[src/sv/assert_macros.svh]
// Assertion macros used by the tile occupancy map back end.
`ifndef ASSERT_MACROS_SVH
`define ASSERT_MACROS_SVH

`ifndef SYNTHESIS

// Checked at every clk edge outside reset; clk and rst_n come from the using scope.
`define TOM_ASSERT(name, prop) \
  name: assert property (@(posedge clk) disable iff (!rst_n) prop) \
    else $error("tile occupancy map assertion failed");

// Antecedent this cycle implies consequent in the next cycle.
`define TOM_ASSERT_NEXT(name, ante, cons) \
  name: assert property (@(posedge clk) disable iff (!rst_n) (ante) |=> (cons)) \
    else $error("tile occupancy map assertion failed");

`else

`define TOM_ASSERT(name, prop)
`define TOM_ASSERT_NEXT(name, ante, cons)

`endif

`endif

[src/sv/tom_pkg.sv]
// Types, constants and codes of the tile occupancy map.
package tom_pkg;

  localparam int MAX_SIDE    = 128;
  localparam int COUNT_BITS  = 8;
  localparam int KIND_COUNT  = 3;
  localparam int SIDE_BITS   = $clog2(MAX_SIDE);
  localparam int TILE_COUNT  = MAX_SIDE * MAX_SIDE;
  localparam int ADDR_BITS   = $clog2(TILE_COUNT);
  localparam int QUEUE_DEPTH = 2;

  localparam int CFG_BITS     = 8;
  localparam int CFG_IDX_BITS = 1;
  localparam int MODE_BITS    = 2;
  localparam int COORD_BITS   = 10;
  localparam int KIND_BITS    = 2;
  localparam int WMASK_BITS   = 8;
  localparam int CMP_BITS     = COORD_BITS + 1;

  localparam logic [CFG_BITS-1:0] CFG_SIDE_RESET = CFG_BITS'(128);

  // configuration register indexes
  localparam logic [CFG_IDX_BITS-1:0] CFG_MAP_WIDTH  = 1'b0;
  localparam logic [CFG_IDX_BITS-1:0] CFG_MAP_HEIGHT = 1'b1;

  // input mode codes
  localparam logic [MODE_BITS-1:0] MODE_BLOCK = 2'd0;
  localparam logic [MODE_BITS-1:0] MODE_FREE  = 2'd1;
  localparam logic [MODE_BITS-1:0] MODE_QUERY = 2'd2;

  localparam logic [KIND_BITS-1:0] KIND_NONE = 2'd0;

  localparam logic [COUNT_BITS-1:0] CNT_MAX = {1'b0, {(COUNT_BITS-1){1'b1}}};
  localparam logic [COUNT_BITS-1:0] CNT_MIN = {1'b1, {(COUNT_BITS-1){1'b0}}};

  typedef enum logic [1:0] {
    OP_NOP,
    OP_INC,
    OP_DEC
  } op_t;

  // classified item as it waits between front and back
  typedef struct packed {
    logic                  in_map;
    op_t                   op;
    logic [KIND_BITS-1:0]  kind;
    logic                  query;
    logic [KIND_COUNT-1:0] wmask;
    logic [ADDR_BITS-1:0]  idx;
  } tom_entry_t;

  typedef struct packed {
    logic [KIND_COUNT-1:0]                 mask;
    logic [KIND_COUNT-1:0][COUNT_BITS-1:0] cnt;
  } tile_word_t;

  typedef struct packed {
    logic       push;
    tom_entry_t entry;
  } q_wr_t;

  typedef struct packed {
    logic full;
    logic empty;
  } q_stat_t;

  typedef struct packed {
    logic q_full;
    logic clearing;
  } front_ctl_t;

  typedef enum logic [1:0] {
    BK_CLEAR,
    BK_IDLE,
    BK_RMW
  } bk_state_t;

endpackage

[src/sv/tom_if.sv]
// Valid/ready channels of the tile occupancy map: operation items in, results out.
interface tom_in_if;
  import tom_pkg::*;

  logic                         valid;
  logic                         ready;
  logic [MODE_BITS-1:0]         mode;
  logic signed [COORD_BITS-1:0] tile_x;
  logic signed [COORD_BITS-1:0] tile_y;
  logic [KIND_BITS-1:0]         blocker_kind;
  logic [WMASK_BITS-1:0]        walk_mask;

  modport source (output valid, mode, tile_x, tile_y, blocker_kind, walk_mask, input ready);
  modport sink   (input valid, mode, tile_x, tile_y, blocker_kind, walk_mask, output ready);
endinterface


[src/sv/tom_front.sv]
// Front end: map size registers, item accept, bounds check and operation classification.
module tom_front (
  input  logic                                 clk,
  input  logic                                 rst_n,
  tom_in_if.sink                               in_ch,
  input  logic                                 cfg_we,
  input  logic [tom_pkg::CFG_IDX_BITS-1:0]     cfg_index,
  input  logic [tom_pkg::CFG_BITS-1:0]         cfg_wdata,
  input  tom_pkg::front_ctl_t                  ctl,
  output tom_pkg::q_wr_t                       q_wr
);
  import tom_pkg::*;

  logic [CFG_BITS-1:0]  width_r;
  logic [CFG_BITS-1:0]  height_r;
  logic [CMP_BITS-1:0]  w_ext, h_ext, w_eff, h_eff, x_ext, y_ext;
  logic [SIDE_BITS-1:0] x_lo, y_lo;
  logic                 in_map;
  logic                 modify;

  always_ff @(posedge clk) begin
    if (!rst_n) begin
      width_r  <= CFG_SIDE_RESET;
      height_r <= CFG_SIDE_RESET;
    end else if (cfg_we) begin
      unique case (cfg_index)
        CFG_MAP_WIDTH:  width_r  <= cfg_wdata;
        CFG_MAP_HEIGHT: height_r <= cfg_wdata;
        default: ;
      endcase
    end
  end

  // sizes above the array side act as the full side
  always_comb begin
    w_ext = CMP_BITS'(width_r);
    h_ext = CMP_BITS'(height_r);
    w_eff = (w_ext > CMP_BITS'(MAX_SIDE)) ? CMP_BITS'(MAX_SIDE) : w_ext;
    h_eff = (h_ext > CMP_BITS'(MAX_SIDE)) ? CMP_BITS'(MAX_SIDE) : h_ext;
    x_ext = {1'b0, in_ch.tile_x};
    y_ext = {1'b0, in_ch.tile_y};
    in_map = !in_ch.tile_x[COORD_BITS-1] && !in_ch.tile_y[COORD_BITS-1] &&
             (x_ext < w_eff) && (y_ext < h_eff);
    x_lo = x_ext[SIDE_BITS-1:0];
    y_lo = y_ext[SIDE_BITS-1:0];
    modify = ((in_ch.mode == MODE_BLOCK) || (in_ch.mode == MODE_FREE)) &&
             (in_ch.blocker_kind != KIND_NONE);
  end

  assign in_ch.ready = !ctl.q_full && !ctl.clearing;

  always_comb begin
    q_wr.push         = in_ch.valid && in_ch.ready;
    q_wr.entry.in_map = in_map;
    if (!modify)                       q_wr.entry.op = OP_NOP;
    else if (in_ch.mode == MODE_BLOCK) q_wr.entry.op = OP_INC;
    else                               q_wr.entry.op = OP_DEC;
    q_wr.entry.kind   = in_ch.blocker_kind;
    q_wr.entry.query  = (in_ch.mode == MODE_QUERY);
    q_wr.entry.wmask  = in_ch.walk_mask[KIND_COUNT-1:0];
    q_wr.entry.idx    = ADDR_BITS'(y_lo * MAX_SIDE + x_lo);
  end

endmodule

[src/flat_wrapper.sv]
// flat-port wrapper written by rule: the top's interface ports become plain ports
module tom_front_flat import tom_pkg::*;
  (clk, rst_n, cfg_we, cfg_index, cfg_wdata, ctl, q_wr, in_ch_valid, in_ch_mode, in_ch_tile_x, in_ch_tile_y, in_ch_blocker_kind, in_ch_walk_mask, in_ch_ready);
  tom_in_if in_ch_i ();
  input  logic clk;
  input  logic rst_n;
  input  logic cfg_we;
  input  logic [tom_pkg::CFG_IDX_BITS-1:0] cfg_index;
  input  logic [tom_pkg::CFG_BITS-1:0] cfg_wdata;
  input  tom_pkg::front_ctl_t ctl;
  output tom_pkg::q_wr_t q_wr;
  input wire logic [$bits(in_ch_i.valid)-1:0] in_ch_valid;
  input wire logic [$bits(in_ch_i.mode)-1:0] in_ch_mode;
  input wire logic [$bits(in_ch_i.tile_x)-1:0] in_ch_tile_x;
  input wire logic [$bits(in_ch_i.tile_y)-1:0] in_ch_tile_y;
  input wire logic [$bits(in_ch_i.blocker_kind)-1:0] in_ch_blocker_kind;
  input wire logic [$bits(in_ch_i.walk_mask)-1:0] in_ch_walk_mask;
  output wire logic [$bits(in_ch_i.ready)-1:0] in_ch_ready;
  assign in_ch_i.valid = in_ch_valid;
  assign in_ch_i.mode = in_ch_mode;
  assign in_ch_i.tile_x = in_ch_tile_x;
  assign in_ch_i.tile_y = in_ch_tile_y;
  assign in_ch_i.blocker_kind = in_ch_blocker_kind;
  assign in_ch_i.walk_mask = in_ch_walk_mask;
  assign in_ch_ready = in_ch_i.ready;
  tom_front u_core (.clk(clk), .rst_n(rst_n), .in_ch(in_ch_i), .cfg_we(cfg_we), .cfg_index(cfg_index), .cfg_wdata(cfg_wdata), .ctl(ctl), .q_wr(q_wr));
endmodule
[config.mk]
export PLATFORM = sky130hd
export DESIGN_NAME = tom_front_flat
export DESIGN_NICKNAME = d
export VERILOG_FILES = /design/src/sv/assert_macros.svh /design/src/sv/tom_pkg.sv /design/src/sv/tom_if.sv /design/src/sv/tom_front.sv /design/src/flat_wrapper.sv
export SDC_FILE = /design/constraint.sdc
export NUM_CORES = 1
export LEC_CHECK = 0
export ABC_AREA = 1
export BUFFER_PORTS_ARGS = -buffer_cell sky130_fd_sc_hd__buf_2
export CAP_MARGIN = 10
export CORE_MARGIN = 4
export CORE_UTILIZATION = 43
export DETAILED_ROUTE_END_ITERATION = 7
export PLACE_DENSITY = 0.83
export RECOVER_POWER = 100
export SETUP_SLACK_MARGIN = 0.5
export SYNTH_ARGS = -nofsm -noshare
export SYNTH_HDL_FRONTEND = slang
export SYNTH_SLANG_ARGS = --single-unit
export TNS_END_PERCENT = 5
[constraint.sdc]
create_clock -name clk -period 1.8 [get_ports clk]
set_input_delay 0 -clock clk [delete_from_list [all_inputs] [get_ports clk]]
set_output_delay 0 -clock clk [all_outputs]
set_load 0.005 [all_outputs]
After elaboration in Yosys (flattened, before gate mapping):

Index checks and enable logic that the tools add are counted.

* register bits after elaboration: 16
* output and inout port bits: 25
* logic and storage cells: 29

* muxes and demuxes: 4
* reductions and logical operators: 15
* equality and inequality tests: 2
* bitwise operators: 1
* add/sub/neg operators: 1
* order comparisons: 4

Operators by type and width (count)
* 10-bit by 11-bit less-than comparator with 1-bit output: 2
* 8-bit > comparator (second input constant): 2
* 8-bit 2-to-1 mux: 2
* 14-bit by 7-bit adder with 14-bit output: 1
* 1-bit logical AND: 6
* 1-bit logical NOT: 4
* 2-bit 2-to-1 mux: 2
* 2-bit AND reduction: 2
* 2-bit by 1-bit == test with 1-bit output (second input constant): 1
* 2-bit == test (second input constant): 1
* 2-bit logical NOT: 1
* 2-bit nonzero test: 1
* 1-bit logical OR: 1
* 1-bit inverter: 1

Logic depth before layout (Yosys ltp):

* word-level depth: 5
* mapped depth: 13

Worst setup path before layout:

OpenSTA, ideal clock, no wires.

* path type: register -> output
* from: register u_core.width_r[2]
* to: output port q_wr[22] (netlist bit)
* required time: 1800 ps
* path buffers: 1
* data arrival time: 1541 ps
* slack: 259 ps
* stages on the path, launching flop included: 12
* cell sequence: dfxtp_1 -> nor4_1 -> nand2_1 -> nand2_2 -> nand2_1 -> ha_1 -> nand2_1 -> a21oi_1 -> nor2_1 -> a21oi_1 -> nor2_1 -> buf_4

* longest elaborated chain between the ends: 5

Ends and longest elaborated chain
* start, declared: RTL line tom_front.sv:14 `logic [CFG_BITS-1:0] width_r;`
* start signal, assigned: RTL line tom_front.sv:27 `CFG_MAP_WIDTH: width_r <= cfg_wdata;`
* 8-bit > comparator: RTL line tom_front.sv:38 `w_eff = (w_ext > CMP_BITS'(MAX_SIDE)) ? CMP_BITS'(MAX_SIDE) : w_ext;`
* 8-bit 2-to-1 mux (*): RTL line tom_front.sv:38
* 10-bit by 11-bit less-than comparator with 1-bit output (*): RTL line tom_front.sv:43 `(x_ext < w_eff) && (y_ext < h_eff);`
* 1-bit logical AND (*): RTL line tom_front.sv:42 `in_map = !in_ch.tile_x[COORD_BITS-1] && !in_ch.tile_y[COORD_BITS-1] &&`
* 1-bit logical AND (*): RTL line tom_front.sv:43
* end, declared: RTL line flat_wrapper.sv:11 `output tom_pkg::q_wr_t q_wr;`

Mark *: on every way between the ends. The rest lies on a longest branch, timed or not.

==> Implementation_results.wiki <==
{| class="wikitable"
! Metric !! Value
|-
| Status || finished, violations left
|-
| Violated checks || negative setup slack
|-
| Data required time at the worst endpoint || around 1.8 ns
|-
| Cell with the most instances after synthesis || nor2_1
|-
| Number of DRC violations after detailed routing || 0
|-
| Number of cells on the worst hold path || 0
|-
| Final worst path period share || 1.08
|-
| Startpoint type of the worst setup path || flop
|-
| Max Cap Violations || 0
|-
| Global-route congestion overflow total || 0
|-
| Layout filler cell count || about 250
|-
| Clock-pin slew on the worst setup and hold paths || 0.08 ns
|-
| Fraction of synthesis flops using an asynchronous set or reset pin || 0
|-
| Final count of pins violating max slew || 0
|-
| Power per cell area || about 570 mW/mm^2
|-
| Flip-flop and latch count after synthesis || 16
|-
| CP Class || reg2out
|-
| Endpoints failing setup || 1
|-
| Post-synthesis net count || between 200 and 250
|-
| Pin count of the biggest net entering global routing || 17
|-
| Share of post-route cells with drive strength above 1 || 0.268
|-
| Summed instance area of the synthesized netlist || 0.00118 sq mm
|-
| Setup repair after global routing missed its margin || true
|-
| Vias per std cell || roughly 4.7
|-
| Design Area, Final || 0.00153 sq mm
|-
| Part of the Yosys area used for sequential elements || 0.271
|-
| IR Drop Worst-Case VDD || 0.000481 V
|-
| Number of global-route vias before repair || between 1000 and 1500
|-
| Number of levels in the clock H-tree || 1
|-
| Post-Route Hold Slack || just under 0.000002 ns
|-
| Number of input and output port buffers inserted || 60
|-
| Max Fclk || between 500 and 600 MHz
|-
| Number of nets in the layout || 290
|-
| IO Pins || slightly above 70
|-
| Final hold vios || 0
|-
| Clock Root Buffer || clkbuf_4
|-
| EDFF count, synth || 0
|-
| Detailed Route Iter0 Violations || 36
|-
| Post-route clock skew || 0 ns
|-
| Num Clock Sinks || 16
|-
| Reg2reg path depth || 3
|-
| DPL Wire Length || about 2.2 mm
|-
| Wirelength, routed || ~2.7 mm
|-
| Pre-antenna DRT Iters || 4
|-
| Post-DRT Antenna Nets || 0
|-
| Latest clock arrival within the worst-skew pair || between 0.2 and 0.3 ns
|-
| Final standard cell utilization of the core || 0.602
|-
| Commonest cells in the synthesized netlist || 42 x nor2_1, 32 x nand2_1, 20 x buf_4
|-
| Area used by sequential logic in the layout || ~330 sq um
|-
| Mean cell area of the mapped netlist || slightly below 7 sq um
|-
| Number of warnings printed during yosys synthesis || 0
|-
| Largest cells by area after synthesis || dfxtp_1 27%, ha_1 15%, nor2_1 13%
|-
| Endpoint arrival time on the critical path || slightly below 2 ns
|-
| Portion of synthesized cell area occupied by the leading cell type || 0.271
|-
| Placement Rows || 18
|-
| Kind of end point of the critical path || primary output
|-
| Count of different cell masters after synthesis || 18
|-
| Top_reg_cell synth || dfxtp_1
|-
| Horizontal extent of the die || between 60 and 70 microns
|-
| Growth of design area from synthesis to finish || 29.5%
|-
| DR vias || roughly 1200
|-
| Minimum setup slack in the final design || -0.149 ns
|-
| RePlAce Congestion || roughly 0.85
|-
| Clock buffer count from CTS || 3
|-
| Antenna cells || 0
|-
| Worst rel slew slack || 0.853
|-
| Tmin final || 1.95 ns
|-
| Kind of path behind the tightest hold check || in2out
|-
| Initial antenna violation count || 0
|-
| First-pass GRT wire length || just over 4 mm
|-
| Cell type with the largest total area after synthesis || dfxtp_1
|-
| Gate count of the mapped netlist || approximately 180
|-
| Chip height || around 60 microns
|-
| Slew of the pin with the lowest slew margin || about 0.22 ns
|-
| Placed Area || roughly 0.0014 sq mm
|-
| Floorplan Core Area || between 0.002 and 0.003 sq mm
|-
| Biggest fanout along the worst timing path || 3
|-
| Starting density of the core || 0.465
|-
| P_leak || between 0.7 and 0.8 nW
|-
| Die Outline Area || approximately 0.0037 sq mm
|-
| Area of the multi-input gates || 714 sq um
|-
| Routed wire per std cell || between 10 and 15 microns
|-
| Worst-case clock buffer depth || 2
|-
| Clock tree from TritonCTS || done
|-
| Gr usage total || 0.143
|}
-- cell type report --
class,count,share of cell area
Multi-Input combinational cell,125,0.467
Timing Repair Buffer,70,0.241
Sequential cell,16,0.212
Inverter,13,0.0319
Tap cell,30,0.0245
Clock buffer,4,0.0237
-- per-layer routing --
metal	track usage	up-vias	part of all wire
met5	0	-	0
met4	0.0372	0	0.0048
met3	0.0234	2	0.13
met2	0.253	59	0.47
met1	0.182	502	0.40
li1	-	651	-
-- per-stage QoR --
step	setup TNS (ns)	cells	setup WS, ns	power (mW)
finish	-0.149	258	-0.149	0.873
global route	-0.341	258	-0.341	0.938
CTS	-0.170	257	-0.170	0.870
detailed placement	0	244	0.135	0.628
global placement	0	244	0.142	0.621
floorplan	0	175	0.259	0.558
-- worst max-delay path, stage by stage, from the launching register on --
cell and delay (ns):
dfxtp_1 0.35, nor3_2 0.19, nand3_1 0.10, nand2_2 0.08
nand2_1 0.06, ha_1 0.29, nand2_1 0.07, nand2_1 0.04
nand2_1 0.05, nand2_1 0.04, a21oi_1 0.11, nand2_1 0.06
nor2_1 0.10, buf_2 0.12
-- final timing paths --
check	from	end	slack, ns
hold / removal	in_ch_walk_mask[2]	q_wr[16]	0.000002
setup / recovery	u_core.height_r[4]	q_wr[22]	-0.15
hold reg to reg	u_core.height_r[2]	u_core.height_r[2]	0.51
setup reg to reg	u_core.width_r[1]	u_core.width_r[1]	0.99
-- sequential cells by signal, summed over array words and instances, names as in the netlist --
register         count
u_core.width_r       8
u_core.height_r      8
-- layout by cell type, fill, tap and decap left out --
cell type and count:
nor2_1 42, buf_2 38, nand2_1 29, clkbuf_1 21
o21ai_0 16, dfxtp_1 14, ha_1 12, inv_1 10
dlygate4sd3_1 8, nand2_2 5, nand3_1 5, a21oi_1 5
inv_2 3, clkbuf_4 3, o211ai_1 2, ha_4 2
buf_4 2, nor4_4 1, nor3_1 1, nor3_2 1
a21o_1 1, a21oi_2 1, nor3b_1 1, nor2_4 1
clkbuf_8 1, clkbuf_2 1, dfxtp_2 1, dfxtp_4 1
-- logic make-up (layout without fill, tap and decap cells) --
group | Yosys count | in the layout | synth area share
buffers and inverters | 34 | 87 | 0.172
DFF | 16 | 16 | 0.271
adders and majority gates | 14 | 14 | 0.148
AOI/OAI and AO/OA | 25 | 25 | 0.112
and+or+nand+nor | 86 | 86 | 0.296
-- report_power, final --
part / switching [mW] / leakage (nW) / internal [mW]
sequential: 0.0225 / 0.133 / 0.378
clock: 0.0987 / 0.0210 / 0.123
combinational: 0.128 / 0.591 / 0.123
total: 0.249 / 0.745 / 0.623
-- what timing repair did --
| action | CTS | global route |
|---|---|---|
| buffers inserted | 1 | 1 |
| resized for setup | 2 | 10 |
| pin swaps | 3 | 3 |
| endpoints found under the setup margin | 1 | 1 |
| hold buffers | 8 | 0 |
| endpoints found under the hold margin | 11 | 0 |
(Power assumes the default switching activity.)
