==> src/sv/assert_macros.svh <==
// Assertion macros used by the tile occupancy map back end.
`ifndef ASSERT_MACROS_SVH
`define ASSERT_MACROS_SVH

`ifndef SYNTHESIS

// Checked at every clk edge outside reset; clk and rst_n come from the using scope.
`define TOM_ASSERT(name, prop) \
  name: assert property (@(posedge clk) disable iff (!rst_n) prop) \
    else $error("tile occupancy map assertion failed");

// Antecedent this cycle implies consequent in the next cycle.
`define TOM_ASSERT_NEXT(name, ante, cons) \
  name: assert property (@(posedge clk) disable iff (!rst_n) (ante) |=> (cons)) \
    else $error("tile occupancy map assertion failed");

`else

`define TOM_ASSERT(name, prop)
`define TOM_ASSERT_NEXT(name, ante, cons)

`endif

`endif

==> src/sv/tom_pkg.sv <==
// Types, constants and codes of the tile occupancy map.
package tom_pkg;

  localparam int MAX_SIDE    = 128;
  localparam int COUNT_BITS  = 8;
  localparam int KIND_COUNT  = 3;
  localparam int SIDE_BITS   = $clog2(MAX_SIDE);
  localparam int TILE_COUNT  = MAX_SIDE * MAX_SIDE;
  localparam int ADDR_BITS   = $clog2(TILE_COUNT);
  localparam int QUEUE_DEPTH = 2;

  localparam int CFG_BITS     = 8;
  localparam int CFG_IDX_BITS = 1;
  localparam int MODE_BITS    = 2;
  localparam int COORD_BITS   = 10;
  localparam int KIND_BITS    = 2;
  localparam int WMASK_BITS   = 8;
  localparam int CMP_BITS     = COORD_BITS + 1;

  localparam logic [CFG_BITS-1:0] CFG_SIDE_RESET = CFG_BITS'(128);

  // configuration register indexes
  localparam logic [CFG_IDX_BITS-1:0] CFG_MAP_WIDTH  = 1'b0;
  localparam logic [CFG_IDX_BITS-1:0] CFG_MAP_HEIGHT = 1'b1;

  // input mode codes
  localparam logic [MODE_BITS-1:0] MODE_BLOCK = 2'd0;
  localparam logic [MODE_BITS-1:0] MODE_FREE  = 2'd1;
  localparam logic [MODE_BITS-1:0] MODE_QUERY = 2'd2;

  localparam logic [KIND_BITS-1:0] KIND_NONE = 2'd0;

  localparam logic [COUNT_BITS-1:0] CNT_MAX = {1'b0, {(COUNT_BITS-1){1'b1}}};
  localparam logic [COUNT_BITS-1:0] CNT_MIN = {1'b1, {(COUNT_BITS-1){1'b0}}};

  typedef enum logic [1:0] {
    OP_NOP,
    OP_INC,
    OP_DEC
  } op_t;

  // classified item as it waits between front and back
  typedef struct packed {
    logic                  in_map;
    op_t                   op;
    logic [KIND_BITS-1:0]  kind;
    logic                  query;
    logic [KIND_COUNT-1:0] wmask;
    logic [ADDR_BITS-1:0]  idx;
  } tom_entry_t;

  typedef struct packed {
    logic [KIND_COUNT-1:0]                 mask;
    logic [KIND_COUNT-1:0][COUNT_BITS-1:0] cnt;
  } tile_word_t;

  typedef struct packed {
    logic       push;
    tom_entry_t entry;
  } q_wr_t;

  typedef struct packed {
    logic full;
    logic empty;
  } q_stat_t;

  typedef struct packed {
    logic q_full;
    logic clearing;
  } front_ctl_t;

  typedef enum logic [1:0] {
    BK_CLEAR,
    BK_IDLE,
    BK_RMW
  } bk_state_t;

endpackage

==> src/sv/tom_fifo.sv <==
// Short queue of classified items between front and back.
module tom_fifo (
  input  logic                clk,
  input  logic                rst_n,
  input  tom_pkg::q_wr_t      wr,
  input  logic                pop,
  output tom_pkg::tom_entry_t rd_entry,
  output tom_pkg::q_stat_t    stat
);
  import tom_pkg::*;

  localparam int PTR_BITS = (QUEUE_DEPTH > 1) ? $clog2(QUEUE_DEPTH) : 1;
  localparam int CNT_BITS = $clog2(QUEUE_DEPTH + 1);

  tom_entry_t          slot_r [QUEUE_DEPTH];
  logic [PTR_BITS-1:0] wr_ptr_r, rd_ptr_r;
  logic [CNT_BITS-1:0] count_r;

  function automatic logic [PTR_BITS-1:0] ptr_inc(input logic [PTR_BITS-1:0] p);
    return (p == PTR_BITS'(QUEUE_DEPTH - 1)) ? '0 : p + PTR_BITS'(1);
  endfunction

  always_ff @(posedge clk) begin
    if (!rst_n) begin
      wr_ptr_r <= '0;
      rd_ptr_r <= '0;
      count_r  <= '0;
    end else begin
      if (wr.push) wr_ptr_r <= ptr_inc(wr_ptr_r);
      if (pop)     rd_ptr_r <= ptr_inc(rd_ptr_r);
      if (wr.push && !pop)      count_r <= count_r + CNT_BITS'(1);
      else if (pop && !wr.push) count_r <= count_r - CNT_BITS'(1);
    end
  end

  always_ff @(posedge clk) begin
    if (wr.push) slot_r[wr_ptr_r] <= wr.entry;
  end

  assign rd_entry   = slot_r[rd_ptr_r];
  assign stat.full  = (count_r == CNT_BITS'(QUEUE_DEPTH));
  assign stat.empty = (count_r == '0);

endmodule

==> config.mk <==
export PLATFORM = sky130hd
export DESIGN_NAME = tom_fifo
export DESIGN_NICKNAME = d
export VERILOG_FILES = /design/src/sv/assert_macros.svh /design/src/sv/tom_pkg.sv /design/src/sv/tom_fifo.sv
export SDC_FILE = /design/constraint.sdc
export NUM_CORES = 1
export LEC_CHECK = 0
export BUFFER_PORTS_ARGS = -buffer_cell sky130_fd_sc_hd__buf_4
export CORE_AREA = 5 5 68 70
export CTS_BUF_LIST = sky130_fd_sc_hd__clkbuf_2 sky130_fd_sc_hd__clkbuf_4 sky130_fd_sc_hd__clkbuf_8
export DETAILED_ROUTE_END_ITERATION = 8
export DIE_AREA = 0 0 73 75
export GPL_TIMING_DRIVEN = 0
export PLACE_DENSITY = 0.81
export SLEW_MARGIN = 20
export SYNTH_ARGS = -nofsm -noshare
export SYNTH_HDL_FRONTEND = slang
export SYNTH_SLANG_ARGS = --single-unit
export TNS_END_PERCENT = 50
==> constraint.sdc <==
create_clock -name clk -period 4.2 [get_ports clk]
set_clock_uncertainty 0.2 [all_clocks]
set_input_delay 0.21 -clock clk [delete_from_list [all_inputs] [get_ports clk]]
set_output_delay 0.21 -clock clk [all_outputs]
set_load 0.02 [all_outputs]
Word level (Yosys, flattened, before mapping)
Memories as Yosys holds them, arrays and structs flattened. A register that Yosys moved wholly into a read port is not among the register bits. Index checks and enable logic that the tools add are counted.

Flip-flop bits (word level): 4. Bits in writable memories: 46. Input port bits: 27. Output and inout bits: 25. Word-level logic and storage cells: 23. Memories kept: 1.

Add/subtract/negate cells: 4. Equal/unequal tests: 1. Mux-type cells: 8. Reductions and logical operators: 6.

Memories: slot_r (words 2, bits a word 23, read ports 1, clocked after Yosys merged registers in 1, write ports 1, RTL line tom_fifo.sv:15) `tom_entry_t slot_r [QUEUE_DEPTH];`.

Operators with widths (number): $mux W1 (6); $mux W2 (2); $add A1 B1 Y1 const B (2); $add A2 B1 Y2 const B (1); $eq A2 B2 Y1 const B (1); $logic_and A1 B1 Y1 (2); $logic_not A1 Y1 (2); $logic_not A2 Y1 (1); $reduce_bool A2 Y1 (1); $sub A2 B1 Y2 const B (1).

Logic depth before layout (Yosys ltp)
Gate-level depths: netlist of run 1.

Word-level depth: 4. Gate-level depth with buffers: 5. Mapped depth without buffers: 5.

Worst setup path before layout of run 1
No wires, ideal clock.

Kind: flip-flop to flip-flop. From: reg wr_ptr_r. To: mem slot_r[0][0] (netlist name) (enable). Library setup time: 407 ps. Data arrival time: 1384 ps. Required time: 3593 ps. Setup slack: 2210 ps. Cell stages (with the launch flop): 2. Buffers on the path: 0. Clock period less this slack: 1990 ps. Path through: dfxtp_1 > nor2b_1.

RTL lines: start: declaration (RTL line tom_fifo.sv:16) `logic [PTR_BITS-1:0] wr_ptr_r, rd_ptr_r;`; start signal: assignment (RTL line tom_fifo.sv:29) `if (wr.push) wr_ptr_r <= ptr_inc(wr_ptr_r);`; end: declaration (RTL line tom_fifo.sv:15).

Straight into the memory's write port.

==> key figures, run 1 <==
Outcome
  – Run status: finished clean

Setup path
  – Endpoint kind of the worst setup timing path: output pin
  – Worst r2r dst: slot_r[1][7]
  – Category of the critical setup timing path: reg2out
  – Sequence of cells on the critical path: buf_4 > mux2_2 > buf_4
  – Worst-path fanout max: 10
  – Launch point of the worst reg-to-reg path: wr_ptr_r
  – Reg2reg setup slack: 2.36 ns
  – Req. time, crit path: 3.79 ns
  – Library cell appearing most often on the critical path: sky130_fd_sc_hd__buf_4
  – Critical path startpoint category: flop
  – Arrival time reported for the critical path endpoint: 1.46 ns
  – Worst setup path endpoint: rd_entry[5]
  – Combined buffer and inverter count along the critical path: 2
  – Depth of the most critical reg-to-reg path: 1
  – Worst path slowest cell: sky130_fd_sc_hd__dfxtp_1
  – Largest incremental delay on the critical path: 0.42 ns
  – Cell depth of the worst setup path: 3
  – Dominant delay contributor by cell family on the critical path: flip-flops

Clocking
  – Number of buffers between clock root and the deepest sink: 2
  – H-tree levels: 2
  – Post-CTS setup buffer count: 0
  – Cell at the root of the clock tree: sky130_fd_sc_hd__clkbuf_8
  – Clock network latency to the later pin of the worst-skew pair: 0.29 ns
  – Number of clock sinks: just over 50
  – Number of buffers created by CTS: 5
  – TritonCTS clock tree: done
  – Clk slew on worst S/H paths: 0.08 ns

Synth
  – Distinct cells, synth: 16
  – Syn nets: 121
  – Flip-flop and latch count after synthesis: 51
  – Yosys warning total: 0
  – Total standard cell area after synthesis: 1870 µm²
  – Number of standard cells after synthesis: 93
  – Post-synthesis area per instance: between 20 and 25 µm²
  – Post-synthesis sequential area ratio: 79.0%

Layout
  – Total area of multi-input combinational cells: 382 µm²
  – Proportion of layout cells with a drive suffix above 1: around 48%
  – Area Overhead vs Synth: 41.1%
  – Seq. cell area: 1480 µm²
  – Number of nets at the end of the flow: 203
  – Number of fill cells: 283
  – Final Util: a little under 70%
  – Antenna diode count: 0

Floorplan
  – Io pins: 52
  – Core region area: 3910 µm²
  – Die width: 73 µm
  – Starting utilization of the core area: 47.9%
  – Overall die area: 5480 µm²
  – Height of the die: 75 µm
  – Number of rows created at floorplan: 23

Flow run
  – Max-cap violations: 0

STA
  – Least-Margin Pin Slew: about 1.1 ns
  – Fin crit share: 44.6%
  – Max Fclk: 0.534 GHz
  – Setup Viol. Count Final: 0
  – Relative max-transition margin: 28.6%
  – Final Hold Violating Endpoints: 0
  – Setup total negative slack: 0 ns
  – RSZ-0062 raised after global routing: no
  – Final count of pins violating max slew: 0
  – Clock period minus final worst setup slack: 1.87 ns

Pwr
  – Cell internal power dissipation: 0.000792 W
  – Net Switching: 0.000236 W
  – Reg power frac: 57.9%
  – Pleak: 1.02 nW
  – Clk pwr share: 24.4%
  – Power per Cell Area: 388 nW/µm²
  – Combinational share of power: 17.7%
  – Worst-case vdd ir drop: 0.000262 V
  – Switching portion of total power: 22.9%

GRT
  – Global route overflow: 0
  – Vias in the first global route: 1112
  – Tot GR Track Use: 13.6%
  – First-pass GRT wire length: 5260 µm
  – Number of antenna violations at the first check in global routing: 0
  – Largest net degree at the start of global routing: 25

Place
  – Detailed placer's ending HPWL: 2250 µm
  – GPL Wtd Cong: between 0.7 and 0.8
  – Input/output buffers: 51

Route
  – Total Routed Length: 3460 µm
  – Total DRC errors in the routed layout: 0
  – TritonRoute pass-1 iters: 4
  – DR iter-0 viols: 26
  – Total vias in the final route: 1063
  – Number of routed nets with antenna violations: 0
  – Average routed wire per standard cell: 15.4 µm
  – Routed vias/inst: 4.72

Worst hold path
  – Path class of the lowest-slack min-delay path: in2reg
-- tightest hold or removal path, delay by kind of cell --
| kind | cells | cell delay, ns |
|---|---|---|
| simple gates | 1 | 0.04 |
| buf+inv | 1 | 0.10 |
| compound gates | 1 | 0.15 |
-- power groups by stage --
stage | clock network [W] | logic (W) | registers, W
after detailed placement | 0 | 0.000165 | 0.000606
final | 0.000250 | 0.000182 | 0.000595
after CTS | 0.000258 | 0.000184 | 0.000595
after floorplan | 0 | 0.0000922 | 0.000603
after global placement | 0 | 0.000160 | 0.000604
after global routing | 0.000279 | 0.000195 | 0.000597
-- cell families (layout without fill, tap and decap cells) --
family                     count (synthesis)  after routing  synth area share, %
and+or+nand+nor                            9              9                 3.00
DFF                                       51             51                 79.0
adders and majority gates                  1              1                0.667
AOI/OAI and AO/OA                          3              3                 1.07
muxes                                     23             23                 13.8
xor gates and xnor gates                   3              3                 1.40
buffers and inverters                      3             85                 1.00
-- flip-flops by register name, indices dropped and copies added, names as in the netlist, named ones only --
| register | flops |
|---|---|
| slot_r | 46 |
| count_r | 2 |
| rd_ptr_r | 1 |
| wr_ptr_r | 1 |
-- cells in the final DEF, fill, tap and decap left out --
cell / n
sky130_fd_sc_hd__mux2_2: 23
sky130_fd_sc_hd__nor2b_1: 1
sky130_fd_sc_hd__nor2b_4: 1
sky130_fd_sc_hd__ha_1: 1
sky130_fd_sc_hd__xor2_1: 2
sky130_fd_sc_hd__dlygate4sd3_1: 24
sky130_fd_sc_hd__clkinv_2: 1
sky130_fd_sc_hd__a21boi_1: 1
sky130_fd_sc_hd__clkbuf_8: 5
sky130_fd_sc_hd__edfxtp_1: 46
sky130_fd_sc_hd__o21a_1: 1
sky130_fd_sc_hd__buf_4: 53
sky130_fd_sc_hd__o21ai_0: 1
sky130_fd_sc_hd__dfxtp_1: 5
sky130_fd_sc_hd__nor2_1: 1
sky130_fd_sc_hd__clkinv_1: 1
sky130_fd_sc_hd__or3_1: 1
sky130_fd_sc_hd__inv_1: 1
sky130_fd_sc_hd__and2b_2: 1
sky130_fd_sc_hd__and2_1: 4
sky130_fd_sc_hd__xnor2_1: 1
-- worst min-delay path by stage --
stage	from	cells after the start	to	slack, ns
3_3_place_gp	wr[8]	1	slot_r[0][8]	0.20
3_5_place_dp	wr[4]	1	slot_r[1][4]	0.20
6_report	wr[23]	3	wr_ptr_r	0.06
4_1_cts	pop	3	flop	0.05
2_1_floorplan	wr[0]	0	slot_r[0][0]	0.11
5_1_grt	wr[23]	3	wr_ptr_r	0.05
-- routing by layer --
layer  routed length, µm  vias up  global-route usage (%)
met1                1300      499                    14.5
met3                 261        4                    4.81
met2                1860       42                    24.4
li1                    -      518                       -
met4                  45        0                    5.53
met5                   0        -                       0
-- synthesized netlist by cell type (all sizes together) --
master | number | share of area [%]
a21boi | 1 | 0.40
and2 | 4 | 1.3
and2b | 1 | 0.47
buf | 2 | 0.80
dfxtp | 5 | 5.3
edfxtp | 46 | 74
ha | 1 | 0.67
inv | 1 | 0.20
mux2 | 23 | 14
nor2 | 1 | 0.20
nor2b | 2 | 0.67
o21a | 1 | 0.40
o21ai | 1 | 0.27
or3 | 1 | 0.33
xnor2 | 1 | 0.47
xor2 | 2 | 0.93
-- cell type report --
type	instances	share of cell area, %
Clock inverter	2	0.331
Buffer	2	0.568
Timing Repair Buffer	75	23.6
Inverter	1	0.142
Sequential cell	51	56.0
Tap cell	50	2.37
Multi-Input combinational cell	39	14.4
Clock buffer	5	2.60
-- per-stage QoR --
| stage | std cells | worst slack (ns) | hold slack (ns) | power, W | area, µm² |
|---|---|---|---|---|---|
| final | 225 | 2.33 | 0.0572 | 0.00103 | 2650 |
| after global routing | 225 | 2.26 | 0.0537 | 0.00107 | 2650 |
| after floorplan | 93 | 2.21 | 0.109 | 0.000695 | 1870 |
| after CTS | 225 | 2.30 | 0.0468 | 0.00104 | 2650 |
| after global placement | 194 | 1.68 | 0.195 | 0.000764 | 2320 |
| after detailed placement | 194 | 2.37 | 0.199 | 0.000771 | 2330 |
-- what timing repair did --
item	CTS	global route
endpoints found under the setup margin	0	0
gates resized for setup	0	0
endpoints found under the hold margin	51	0
hold buffers	24	0
Note: power is estimated with default switching activity, not from simulation.
==> run 2, diff against run 1 <==
- ABC_AREA: default -> 1
- CORE_AREA: 5 5 68 70 -> 5 5 69 71
- DIE_AREA: 0 0 73 75 -> 0 0 74 76
- PLACE_DENSITY: 0.81 -> 0.83
- clock period: 4.2 -> 1.6 ns (I/O delays scaled with it)
==> key figures, run 2 <==
Outcome
  – Run status: finished, violations left
  – Failing checks: setup timing

Layout
  – Flip-flop count of the largest register after layout: 46 (unchanged)
  – Top reg by flops: slot_r
  – Final design instance area without fill: 2990 µm² (+13%)
  – Regs by FF count: slot_r x46, count_r x2
  – Number of fill cells: 258 (-8.8%)
  – Number of nets at the end of the flow: 226 (+11%)
  – Area Overhead vs Synth: 58.2%
  – Commonest non-fill, non-tap cells in the layout: sky130_fd_sc_hd__edfxtp_1 (46), sky130_fd_sc_hd__buf_4 (32), sky130_fd_sc_hd__dlygate4sd3_1 (27)
  – Antenna diode count: 0 (unchanged)
  – Commonest non-fill, non-tap cell in the layout: sky130_fd_sc_hd__edfxtp_1
  – Proportion of layout cells with a drive suffix above 1: 46.7% (-1.3 points)

STA
  – Post-route worst setup slack: -0.0576 ns (-2.38 ns)
  – Clock period minus final worst setup slack: 1.66 ns
  – Setup total negative slack: -0.574 ns (-0.574 ns)
  – Max Fclk: between 0.6 and 0.7 GHz
  – RSZ-0062 raised after global routing: yes
  – Fin crit share: 104%
  – Final count of pins violating max slew: 0 (unchanged)
  – Relative max-transition margin: 55.6% (+27 points)
  – Final Hold Violating Endpoints: 0 (unchanged)
  – Setup Viol. Count Final: 13 (+13)
  – Least-Margin Pin Slew: 0.665 ns (-0.407 ns)

Place
  – Input/output buffers: 51 (unchanged)
  – Detailed placer's ending HPWL: 2490 µm (+11%)
  – Post-DP Area: 2340 µm² (+0.59%)
  – GPL Wtd Cong: 0.741 (+4.1%)

Floorplan
  – Io pins: 52 (unchanged)
  – Starting utilization of the core area: 45.3% (-2.6 points)
  – Overall die area: 5620 µm² (+2.7%)
  – Die width: 74 µm (+1.4%)
  – Core region area: 4170 µm² (+6.6%)
  – Height of the die: 76 µm (+1.3%)
  – Number of rows created at floorplan: 24 (+4.3%)

Synth
  – Area leader, netlist: sky130_fd_sc_hd__edfxtp_1
  – Multiplexer fraction of the synthesized cell area: 13.7% (-0.12 points)
  – Most used DFF post-synth: sky130_fd_sc_hd__edfxtp_1
  – Share of Yosys cell area claimed by the top area cell type: 73.1% (-0.63 points)
  – Complex-gate fraction of the synthesized area: 0.529% (-0.54 points)
  – Post-synthesis sequential area ratio: 78.4% (-0.68 points)
  – Total standard cell area after synthesis: 1890 µm² (+0.87%)
  – Number of flops mapped to enable cells by yosys: 46 (unchanged)
  – Count leader, synth: sky130_fd_sc_hd__edfxtp_1
  – Yosys warning total: 0 (unchanged)
  – Adder-cell share of the synthesized area: 0.662% (-0.0057 points)
  – Post-synthesis share of cell area spent on and, or, nand and nor gates: 3.97% (+0.97 points)
  – Dominant combinational cell family by area after synthesis: multiplexers
  – Fraction of registers with async set/reset: 0% (unchanged)
  – Xor and xnor fraction of the mapped netlist area: 0% (-1.4 points)
  – Commonest cells post-synth: sky130_fd_sc_hd__edfxtp_1 (46), sky130_fd_sc_hd__mux2_2 (23), sky130_fd_sc_hd__nor2_1 (9)
  – Number of standard cells after synthesis: 106 (+14%)
  – Distinct cells, synth: 12 (-4)
  – Syn nets: 134 (+11%)
  – Post-synthesis area per instance: 17.8 µm² (-12%)
  – Flip-flop and latch count after synthesis: 51 (unchanged)
  – Ranking of synthesized cells by area: sky130_fd_sc_hd__edfxtp_1 (73%), sky130_fd_sc_hd__mux2_2 (14%), sky130_fd_sc_hd__dfxtp_1 (5.3%), sky130_fd_sc_hd__nor2_1 (1.8%), sky130_fd_sc_hd__inv_1 (1.6%)

Setup path
  – Req. time, crit path: 1.32 ns (-2.47 ns)
  – Worst path slowest cell: sky130_fd_sc_hd__dfxtp_4
  – Worst-path fanout max: 6 (-4)
  – Reg2reg setup slack: 0.13 ns (-2.23 ns)
  – Library cell appearing most often on the critical path: sky130_fd_sc_hd__buf_6
  – Arrival time reported for the critical path endpoint: 1.38 ns (-0.08 ns)
  – Critical path startpoint category: flop
  – Endpoint kind of the worst setup timing path: output pin
  – Largest incremental delay on the critical path: 0.41 ns (about the same)
  – Launch point of the worst reg-to-reg path: wr_ptr_r
  – Category of the critical setup timing path: reg2out
  – Sequence of cells on the critical path: buf_6 > buf_8 > mux2_4 > buf_6

Worst hold path
  – Path class of the lowest-slack min-delay path: in2reg
  – Hold Startpoint: wr[23]

Clocking
  – TritonCTS clock tree: done
  – Number of buffers created by CTS: 5 (unchanged)
  – Number of buffers between clock root and the deepest sink: 2 (unchanged)
  – Number of clock sinks: 51 (unchanged)
  – H-tree levels: 2 (unchanged)
  – Cell at the root of the clock tree: sky130_fd_sc_hd__clkbuf_8
  – Clk slew on worst S/H paths: 0.09 ns (about the same)
  – Clock network latency to the later pin of the worst-skew pair: 0.29 ns (about the same)

GRT
  – Tot GR Track Use: 15.9% (+2.3 points)
  – Largest net degree at the start of global routing: 24 (-4.0%)
  – Number of antenna violations at the first check in global routing: 0 (unchanged)
  – First-pass GRT wire length: 6560 µm (+25%)
  – Global route overflow: 0 (unchanged)
  – Vias in the first global route: 1302 (+17%)

Route
  – DR iter-0 viols: 52 (+100%)
  – Total DRC errors in the routed layout: 0 (unchanged)
  – Routed vias/inst: 4.70 (-0.58%)
  – TritonRoute pass-1 iters: 4 (unchanged)
  – Average routed wire per standard cell: 17.0 µm (+11%)
  – Number of routed nets with antenna violations: 0 (unchanged)
  – Total vias in the final route: 1179 (+11%)
  – Total Routed Length: 4280 µm (+24%)

Pwr
  – Power per Cell Area: 995 nW/µm² (+160%)
  – Pleak: 1.22 nW (+20%)
  – Worst-case vdd ir drop: 0.000837 V (+220%)

Flow run
  – Max-cap violations: 0 (unchanged)
run 2: logic make-up (layout without fill, tap and decap cells):
kind of cell,Yosys count,count (layout)
AOI/OAI and AO/OA,2,2
adders and majority gates,1,1
buffers and inverters,10,103
DFF,51,51
muxes,23,23
and+or+nand+nor,19,19
run 2: cell type report:
| type | instances | area, µm² | share of cell area (%) |
|---|---|---|---|
| inverters | 8 | 33.8 | 1.13 |
| well taps | 52 | 65.1 | 2.18 |
| repair buffers | 84 | 826 | 27.6 |
| clock inverters | 3 | 38.8 | 1.30 |
| repair inverters | 1 | 7.51 | 0.251 |
| plain buffers | 2 | 30.0 | 1.00 |
| clock buffers | 5 | 68.8 | 2.30 |
| multi-input cells | 45 | 435 | 14.6 |
| flip-flops and latches | 51 | 1490 | 49.7 |
run 2: power breakdown:
part           leakage [nW]  total (W)  internal [W]  switching [W]
combinational         0.689   0.000564      0.000318       0.000246
sequential            0.474    0.00156       0.00153      0.0000321
clock                0.0556   0.000846      0.000458       0.000389
total                  1.22    0.00297       0.00231       0.000667
run 2: per-layer routing:
metal | vias to the layer above | wire length [µm] | share of wire, % | global-route usage, %
met2 | 26 | 2500 | 58 | 29.2
met1 | 573 | 1570 | 37 | 16.9
li1 | 574 | - | - | -
met5 | - | 0 | 0 | 0
met3 | 6 | 149 | 3.5 | 4.09
met4 | 0 | 65 | 1.5 | 5.98
run 2: repair_timing:
action	4_1_cts	5_1_grt
gates cloned	2	1
endpoints found under the setup margin	67	45
hold endpoints to repair	51	0
pin swaps	0	0
resized for setup	39	11
hold buffers	27	0
buffers inserted	3	2
run 2: metrics by stage:
| step | utilization, % | worst slack (ns) | instances | power (W) | hold WS, ns |
|---|---|---|---|---|---|
| final | 71.6 | -0.0576 | 251 | 0.00297 | 0.101 |
| after global routing | 71.6 | -0.105 | 251 | 0.00310 | 0.102 |
| after CTS | 70.3 | -0.117 | 249 | 0.00296 | 0.113 |
| after detailed placement | 56.1 | -0.228 | 209 | 0.00198 | 0.0690 |
| after global placement | 56.1 | -0.217 | 209 | 0.00196 | 0.0657 |
| after floorplan | - | 0.0611 | 106 | 0.00179 | -0.0211 |
run 2: final timing paths:
path / end / cells past startpoint
worst max register to register: slot_r[0][20] / 1
worst min-delay path: slot_r[0][7] / 3
worst max-delay path: rd_entry[18] / 4
worst min register to register: flop / 3
run 2: critical path: cells and delay by family (launching register included):
kind | cells | cell delay (ns)
buf+inv | 3 | 0.35
mux | 1 | 0.31
flops | 1 | 0.41
